## src/design/rprf_pkg.sv

```systemverilog
// ----------------------------------------------------------------------------
// rprf_pkg
// Shared constants for the RTP receive filter: header layout, status codes
// and the default packet size limit.
// ----------------------------------------------------------------------------
package rprf_pkg;

    localparam int MAX_PACKET_BYTES_DEF = 4096;

    localparam int HDR_W        = 7;
    localparam int FIXED_HEADER = 12;
    localparam int RTP_VERSION  = 2;

    localparam logic [3:0] CSRC_MASK = 4'hF;
    localparam logic [6:0] KIND_MASK = 7'h7F;

    typedef logic [3:0] t_status;

    localparam t_status ST_IN_ORDER     = 4'd0;
    localparam t_status ST_GAP_RESYNC   = 4'd1;
    localparam t_status ST_CONNECTED    = 4'd2;
    localparam t_status ST_STALE        = 4'd3;
    localparam t_status ST_SHORT        = 4'd4;
    localparam t_status ST_VERSION      = 4'd5;
    localparam t_status ST_PADDING      = 4'd6;
    localparam t_status ST_EXTENSION    = 4'd7;
    localparam t_status ST_CSRC_SHORT   = 4'd8;
    localparam t_status ST_DISCONNECTED = 4'd9;

    localparam logic [15:0] SEQ_HALF = 16'h8000;

endpackage

```

## src/design/rtp_packet_receive_filter.sv

```systemverilog
// ----------------------------------------------------------------------------
// Path: input register, processing stage, result register. Throughput: one
//   item per cycle unless the output stalls; the byte position counter, header
//   compare and sequence compare all settle in the single processing stage.
// Reset (synchronous, active low) disconnects the link, zeroes the expected
//   sequence number and starts a fresh packet.
// ----------------------------------------------------------------------------
// rtp_packet_receive_filter
// RTP datagram header check, connect and sequence tracking, and payload
// forwarding, one byte or timeout event per item.
// ----------------------------------------------------------------------------
module rtp_packet_receive_filter
    import rprf_pkg::*;
#(
    parameter int MAX_PACKET_BYTES = MAX_PACKET_BYTES_DEF
) (
    input  logic        i_clk,
    input  logic        i_rst_n,

    input  logic        i_in_valid,
    output logic        o_in_stall,
    input  logic        i_operation,
    input  logic [7:0]  i_data_byte,
    input  logic        i_last_byte,

    output logic        o_out_valid,
    input  logic        i_out_stall,
    output logic        o_payload_valid,
    output logic [7:0]  o_payload_byte,
    output logic        o_payload_last,
    output logic        o_status_valid,
    output logic [3:0]  o_status_code,
    output logic [6:0]  o_payload_kind,
    output logic [15:0] o_packet_sequence,
    output logic [15:0] o_expected_next
);

    localparam int POS_W = $clog2(MAX_PACKET_BYTES + 1);
    localparam int CMP_W = ((POS_W > HDR_W) ? POS_W : HDR_W) + 1;
    localparam logic [CMP_W-1:0] MAX_CMP   = CMP_W'(MAX_PACKET_BYTES);
    localparam logic [CMP_W-1:0] FIXED_CMP = CMP_W'(FIXED_HEADER);

    // input register
    logic        r_in_valid;
    logic        r_op;
    logic [7:0]  r_byte;
    logic        r_last;

    // packet and link state
    logic             r_link_up,  n_link_up;
    logic [15:0]      r_next_seq, n_next_seq;
    logic [POS_W-1:0] r_pos,      n_pos;
    logic [3:0]       r_csrc,     n_csrc;
    t_status          r_reason,   n_reason;
    logic [7:0]       r_seq_hi,   n_seq_hi;
    logic [7:0]       r_seq_lo,   n_seq_lo;
    logic [6:0]       r_kind,     n_kind;
    logic             r_fwd,      n_fwd;

    // result register
    logic        r_out_valid;
    logic        r_pv, n_pv;
    logic [7:0]  r_pb, n_pb;
    logic        r_pl, n_pl;
    logic        r_sv, n_sv;
    t_status     r_sc, n_sc;
    logic [6:0]  r_sk, n_sk;
    logic [15:0] r_ss, n_ss;
    logic [15:0] r_se, n_se;

    logic             w_res;
    logic             w_advance;
    logic             w_room;
    logic [CMP_W-1:0] w_p;
    logic [CMP_W-1:0] w_p1;
    logic [CMP_W-1:0] w_n;
    logic [CMP_W-1:0] w_hdr;
    logic [15:0]      w_seq;
    logic [15:0]      w_diff;
    logic             w_stale;

    always_comb begin
        n_link_up  = r_link_up;
        n_next_seq = r_next_seq;
        n_pos      = r_pos;
        n_csrc     = r_csrc;
        n_reason   = r_reason;
        n_seq_hi   = r_seq_hi;
        n_seq_lo   = r_seq_lo;
        n_kind     = r_kind;
        n_fwd      = r_fwd;
        n_pv = 1'b0;
        n_pb = '0;
        n_pl = 1'b0;
        n_sv = 1'b0;
        n_sc = ST_IN_ORDER;
        n_sk = '0;
        n_ss = '0;
        n_se = '0;
        w_res   = 1'b0;
        w_p     = CMP_W'(r_pos);
        w_p1    = w_p + CMP_W'(1);
        w_room  = (w_p < MAX_CMP);
        w_hdr   = '0;
        w_n     = '0;
        w_seq   = '0;
        w_diff  = '0;
        w_stale = 1'b0;

        if (r_op) begin
            // timeout: abandon the packet, disconnect if up
            n_pos    = '0;
            n_csrc   = '0;
            n_reason = ST_IN_ORDER;
            n_seq_hi = '0;
            n_seq_lo = '0;
            n_kind   = '0;
            n_fwd    = 1'b0;
            if (r_link_up) begin
                n_link_up = 1'b0;
                w_res     = 1'b1;
                n_sv      = 1'b1;
                n_sc      = ST_DISCONNECTED;
                n_se      = r_next_seq;
            end
        end else begin
            if (w_room) begin
                if (r_pos == POS_W'(0)) begin
                    n_csrc = r_byte[3:0] & CSRC_MASK;
                    if (r_byte[7:6] != 2'(RTP_VERSION)) begin
                        n_reason = ST_VERSION;
                    end else if (r_byte[5]) begin
                        n_reason = ST_PADDING;
                    end else if (r_byte[4]) begin
                        n_reason = ST_EXTENSION;
                    end
                end else if (r_pos == POS_W'(1)) begin
                    n_kind = r_byte[6:0] & KIND_MASK;
                end else if (r_pos == POS_W'(2)) begin
                    n_seq_hi = r_byte;
                end else if (r_pos == POS_W'(3)) begin
                    n_seq_lo = r_byte;
                end
                w_hdr  = FIXED_CMP + CMP_W'({n_csrc, 2'b00});
                w_seq  = {n_seq_hi, n_seq_lo};
                w_diff = w_seq - r_next_seq;
                w_stale = w_diff[15] && !(w_diff == SEQ_HALF && w_seq > r_next_seq);
                if (n_reason < ST_VERSION) begin
                    if (w_p1 == w_hdr) begin
                        // connect and sequence check
                        if (!r_link_up) begin
                            n_link_up  = 1'b1;
                            n_next_seq = w_seq + 16'd1;
                            n_reason   = ST_CONNECTED;
                            n_fwd      = 1'b1;
                        end else if (w_seq == r_next_seq) begin
                            n_next_seq = r_next_seq + 16'd1;
                            n_reason   = ST_IN_ORDER;
                            n_fwd      = 1'b1;
                        end else if (w_stale) begin
                            n_reason = ST_STALE;
                            n_fwd    = 1'b0;
                        end else begin
                            n_next_seq = w_seq + 16'd1;
                            n_reason   = ST_GAP_RESYNC;
                            n_fwd      = 1'b1;
                        end
                    end else if (w_p >= w_hdr && r_fwd) begin
                        n_pv = 1'b1;
                        n_pb = r_byte;
                        n_pl = r_last || (w_p1 == MAX_CMP);
                    end
                end
                n_pos = POS_W'(w_p1);
            end

            w_res = r_last || n_pv;
            if (r_last) begin
                w_n   = CMP_W'(n_pos);
                w_hdr = FIXED_CMP + CMP_W'({n_csrc, 2'b00});
                n_sv  = 1'b1;
                if (w_n < FIXED_CMP) begin
                    n_sc = ST_SHORT;
                end else if (n_reason >= ST_VERSION) begin
                    n_sc = n_reason;
                end else if (w_n < w_hdr) begin
                    n_sc = ST_CSRC_SHORT;
                end else begin
                    n_sc = n_reason;
                end
                n_sk = n_kind;
                n_ss = {n_seq_hi, n_seq_lo};
                n_se = n_next_seq;
                n_pos    = '0;
                n_csrc   = '0;
                n_reason = ST_IN_ORDER;
                n_seq_hi = '0;
                n_seq_lo = '0;
                n_kind   = '0;
                n_fwd    = 1'b0;
            end
        end
    end

    assign w_advance  = r_in_valid && (!w_res || !r_out_valid || !i_out_stall);
    assign o_in_stall = r_in_valid && !w_advance;

    always_ff @(posedge i_clk) begin
        if (!i_rst_n) begin
            r_in_valid <= 1'b0;
        end else if (!o_in_stall) begin
            r_in_valid <= i_in_valid;
        end
    end

    always_ff @(posedge i_clk) begin
        if (!o_in_stall && i_in_valid) begin
            r_op   <= i_operation;
            r_byte <= i_data_byte;
            r_last <= i_last_byte;
        end
    end

    always_ff @(posedge i_clk) begin
        if (!i_rst_n) begin
            r_link_up  <= 1'b0;
            r_next_seq <= '0;
            r_pos      <= '0;
            r_csrc     <= '0;
            r_reason   <= ST_IN_ORDER;
            r_seq_hi   <= '0;
            r_seq_lo   <= '0;
            r_kind     <= '0;
            r_fwd      <= 1'b0;
        end else if (w_advance) begin
            r_link_up  <= n_link_up;
            r_next_seq <= n_next_seq;
            r_pos      <= n_pos;
            r_csrc     <= n_csrc;
            r_reason   <= n_reason;
            r_seq_hi   <= n_seq_hi;
            r_seq_lo   <= n_seq_lo;
            r_kind     <= n_kind;
            r_fwd      <= n_fwd;
        end
    end

    always_ff @(posedge i_clk) begin
        if (!i_rst_n) begin
            r_out_valid <= 1'b0;
        end else if (w_advance && w_res) begin
            r_out_valid <= 1'b1;
        end else if (!i_out_stall) begin
            r_out_valid <= 1'b0;
        end
    end

    always_ff @(posedge i_clk) begin
        if (w_advance && w_res) begin
            r_pv <= n_pv;
            r_pb <= n_pb;
            r_pl <= n_pl;
            r_sv <= n_sv;
            r_sc <= n_sc;
            r_sk <= n_sk;
            r_ss <= n_ss;
            r_se <= n_se;
        end
    end

    assign o_out_valid       = r_out_valid;
    assign o_payload_valid   = r_pv;
    assign o_payload_byte    = r_pb;
    assign o_payload_last    = r_pl;
    assign o_status_valid    = r_sv;
    assign o_status_code     = r_sc;
    assign o_payload_kind    = r_sk;
    assign o_packet_sequence = r_ss;
    assign o_expected_next   = r_se;

    a_last_has_byte: assert property (@(posedge i_clk) disable iff (!i_rst_n)
        o_out_valid && o_payload_last |-> o_payload_valid)
        else $error("payload_last without payload byte");

    a_result_nonempty: assert property (@(posedge i_clk) disable iff (!i_rst_n)
        o_out_valid |-> (o_payload_valid || o_status_valid))
        else $error("empty result delivered");

    a_timeout_drops_link: assert property (@(posedge i_clk) disable iff (!i_rst_n)
        w_advance && r_op |=> !r_link_up && r_pos == '0)
        else $error("timeout left link or packet state");

    a_pos_bounded: assert property (@(posedge i_clk) disable iff (!i_rst_n)
        CMP_W'(r_pos) <= MAX_CMP)
        else $error("byte position beyond limit");

    a_disconnect_fields: assert property (@(posedge i_clk) disable iff (!i_rst_n)
        o_out_valid && o_status_code == ST_DISCONNECTED
            |-> o_packet_sequence == '0 && o_payload_kind == '0 && !o_payload_valid)
        else $error("disconnect status carries packet fields");

endmodule
```

## config.mk

```make
export PLATFORM = sky130hd
export DESIGN_NAME = rtp_packet_receive_filter
export DESIGN_NICKNAME = d
export VERILOG_FILES = /design/src/design/rprf_pkg.sv /design/src/design/rtp_packet_receive_filter.sv
export SDC_FILE = /design/constraint.sdc
export NUM_CORES = 1
export LEC_CHECK = 0
export ABC_CLOCK_PERIOD_IN_PS = 6050
export BUFFER_PORTS_ARGS = -buffer_cell sky130_fd_sc_hd__buf_4
export CAP_MARGIN = 20
export CORE_MARGIN = 2
export CORE_UTILIZATION = 24
export DETAILED_ROUTE_END_ITERATION = 8
export MAX_ROUTING_LAYER = met4
export REMOVE_ABC_BUFFERS = 1
export SLEW_MARGIN = 20
export SYNTH_ARGS = -nofsm -noshare
export SYNTH_HDL_FRONTEND = slang
export SYNTH_SLANG_ARGS = --single-unit
```

## constraint.sdc

```tcl
create_clock -name i_clk -period 6.05 [get_ports i_clk]
set_clock_uncertainty 0.1 [all_clocks]
set_input_delay 0.3025 -clock i_clk [delete_from_list [all_inputs] [get_ports i_clk]]
set_output_delay 0.3025 -clock i_clk [all_outputs]
set_load 0.05 [all_outputs]
```

==> out/qor.txt <==
========================================================================================
Flops & latches, synth ....................................................          128
IO Pins ...................................................................           70
Sort of element at the end of the critical path ...........................         flop
Proportion of synthesized chip area in sequential cells ...................        0.366
Headroom to the max-slew limit ............................................        0.465
Total die area ............................................................  38000 sq um
Clk Latency, worst-skew pair ..............................................       430 ps
Run status ................................................................ finished, final reports clean
Vias after detailed routing ...............................................         8292
Average size of a mapped cell .............................................   8.46 sq um
Leading cell type by number of instances after synthesis ..................       nor2_1
Asr flop ratio synth ......................................................            0
Count of flip-flops with a built-in enable after synthesis ................           64
Wire length per cell ...................................................... 18.8 microns
Half-perimeter wire length of the detailed placement result ...............      21.5 mm
Sw frac ...................................................................        0.239
Area fraction in compound gates after synthesis ...........................        0.195
Sink count of the clock tree ..............................................          128
Worst setup margin ........................................................       270 ps
Largest net degree at the start of global routing .........................           59
Simple-Gate Fraction of Synth Area ........................................        0.242
Fraction of final layout cells sized beyond drive strength 1 ..............        0.154
Kind of cell with the highest combined delay on the critical path ......... simple AND/OR/NAND/NOR gates
Number of antenna violations at the first check in global routing .........            0
Crit Path Max Fanout ......................................................           12
Final net count ...........................................................         1150
Cell types with the largest area share after synthesis .................... edfxtp_1 22%, dfxtp_1 15%, ha_1 5.0%
CP max stage cell .........................................................       or4b_2
Cell accounting for the most synthesized area .............................     edfxtp_1
Clock tree from TritonCTS .................................................         done
Area of the mapped netlist ................................................   8760 sq um
Number of distinct library cells after synthesis ..........................           88
Slack of the worst reg-to-reg path ........................................       270 ps
Final count of pins violating max slew ....................................            0
Setup violation total in the final timing report ..........................            0
Maximum vdd drop ..........................................................       150 uV
Fmax ......................................................................    0.173 GHz
Worst Setup SP ............................................................ r_pos[1]$_SDFFE_PN0P_
Buffers from clock root to sink, at most ..................................            2
Multiplexer fraction of the synthesized cell area .........................       0.0507
Area growth, synth to finish ..............................................        20.6%
GRT Overall Usage .........................................................        0.159
CP Data Arrival Time ......................................................      5850 ps
Main combinational cell family by area after synthesis .................... simple AND/OR/NAND/NOR gates
Core Footprint ............................................................  35700 sq um
Biggest cell delay along the critical path ................................       640 ps
Buffers on Ports ..........................................................           69
Category of the critical setup timing path ................................ flop to flop
Number of buffers created by CTS ..........................................           17
CTS HTree Levels ..........................................................            4
Leakage power .............................................................      4.15 nW
Setup WS pre-CTS ..........................................................       114 ps
Count of maximum capacitance violations ...................................            0
Count of endpoints failing hold in the final timing report ................            0
Drt first-iter violations .................................................          764
Most common flop cell mapped by yosys .....................................     edfxtp_1
DR pass1 iterations .......................................................            5
List of cells traversed by the critical path .............................. inv_1 -> ha_1 -> or3b_1 -> or2_2 -> or2_0 -> buf_4 -> a21oi_1 -> inv_1 -> ha_1 -> nand4_1 -> a21oi_1 -> o31ai_1 -> or4b_2 -> a22oi_1 -> nand4_1 -> buf_4 -> a31o_2 -> o21ai_1 -> a21oi_1 -> a22o_1
Reg-to-Reg Start .......................................................... r_pos[1]$_SDFFE_PN0P_
Share of total power in combinational logic ...............................        0.071
Routability-driven placement congestion ratio .............................        0.953
Class of the tightest hold or removal check ............................... input port to flop
Final wirelength ..........................................................      29.6 mm
Worst Min Path Start ......................................................      i_rst_n
Post-Synth XOR/XNOR Area ..................................................       0.0380
Sequential cell fraction of total power ...................................        0.426
Placed instance area ......................................................   9810 sq um
Die height ................................................................  195 microns
Internal power ............................................................    0.00166 W
Commonest cells in the netlist ............................................ 110 x nor2_1, 78 x nand2_1, 64 x dfxtp_1, 64 x edfxtp_1, 59 x a21oi_1
CP Data Required Time .....................................................      6120 ps
Fraction of synthesized cell area taken by the top area cell type .........        0.219
Instance count of the mapped netlist ......................................         1035
Adder-cell share of the synthesized area ..................................       0.0500
Clk slew on worst S/H paths ...............................................        60 ps
Clock Power Share .........................................................        0.503
ANT cells .................................................................            0
Via count normalized by instance count ....................................         5.26
Worst hold slack ..........................................................       170 ps
Number of remaining DRC errors ............................................            0
Most Frequent Cell on Critical Path .......................................      a21oi_1
Number of routed nets with antenna violations .............................            0
CP bufs+invs ..............................................................            4
Tightest Pin Transition ...................................................       796 ps
Starting utilization of the core area .....................................        0.245
Total power divided by cell area ..........................................  206 nW/um^2
Cell row count ............................................................           69
Yosys warning total .......................................................            0
Sort of element at the start of the critical path .........................         flop
Via count of the first global-routing pass ................................         8017
Wire length of the first global-routing pass ..............................      45.9 mm
Portion of the clock cycle consumed by the worst path in the final layout .        0.955
Clock Root Buffer .........................................................    clkbuf_16
Grt ovf ...................................................................            0
Final critical delay including setup and external delays ..................      5780 ps
Horizontal extent of the die ..............................................  195 microns
Post-route cell area ......................................................  10600 sq um
Switching power total .....................................................   0.000521 W
Post-route setup TNS ......................................................         0 ps
========================================================================================
## layout make-up
type / instances / area (sq um)
repair buffers: 115 / 903
inverters: 52 / 195
well taps: 461 / 577
clock buffers: 18 / 429
flip-flops and latches: 128 / 3210
multi-input cells: 787 / 5060
clock inverters: 14 / 190
fillers: 3811 / 25200
## per-stage QoR
stage          power [W]  cells  utilization
2_1_floorplan    0.00103    967            -
3_3_place_gp     0.00109   1531        0.274
3_5_place_dp     0.00109   1531        0.274
4_1_cts          0.00219   1574        0.295
5_1_grt          0.00223   1575        0.295
6_report         0.00218   1575        0.295
## layer usage
layer / track usage / share of wire / up-vias
li1: - / - / 3928
met1: 0.203 / 0.45 / 4001
met2: 0.247 / 0.46 / 310
met3: 0.0359 / 0.060 / 53
met4: 0.0560 / 0.033 / 0
met5: - / 0 / -
## flip-flops by register name, summed over array words and instances, names as in the netlist, 8 cells and up
| signal | flops |
|---|---|
| o_expected_next | 16 |
| o_packet_sequence | 16 |
| r_next_seq | 16 |
| r_pos | 13 |
| o_payload_byte | 8 |
| r_byte | 8 |
| r_seq_hi | 8 |
| r_seq_lo | 8 |
## logic make-up (layout without fill, tap and decap cells)
family / Yosys count / after routing
xor gates and xnor gates: 38 / 38
and+or+nand+nor: 412 / 412
adders and majority gates: 35 / 35
AOI/OAI and AO/OA: 258 / 258
buffers and inverters: 120 / 199
muxes: 44 / 44
DFF: 128 / 128
## final timing paths
path                                  end  cells past startpoint
max          o_expected_next[3]$_DFFE_PP_                     20
min                 r_pos[7]$_SDFFE_PN0P_                      2
max reg2reg  o_expected_next[3]$_DFFE_PP_                     20
min reg2reg            r_fwd$_SDFFE_PN0P_                      2
## power by group through the flow
stage,registers (W),logic (W),clock network (W)
3_5_place_dp,0.000947,0.000145,0
4_1_cts,0.000929,0.000152,0.00111
6_report,0.000929,0.000154,0.00109
5_1_grt,0.000929,0.000166,0.00114
2_1_floorplan,0.000953,0.0000777,0
3_3_place_gp,0.000947,0.000144,0
## placed cells by master, fill, tap and decap left out, types with 17 or more instances in the layout
cell / instances
a21oi_1: 58
buf_4: 103
nor3_1: 25
o21ai_0: 55
nand2_1: 78
clkbuf_16: 17
edfxtp_1: 64
and3_1: 19
xnor2_1: 28
nor2_1: 109
ha_1: 35
inv_1: 51
dfxtp_1: 62
nand3_1: 53
nand4_1: 21
mux2i_1: 41
nor2b_1: 25
a31oi_1: 28
## timing repair
item / CTS / global route
gates resized for setup: 0 / 6
hold buffers: 11 / 0
buffers inserted: 0 / 1
hold endpoints to repair: 11 / 0
endpoints found under the setup margin: 0 / 30
Note: power is estimated with default switching activity, not from simulation.
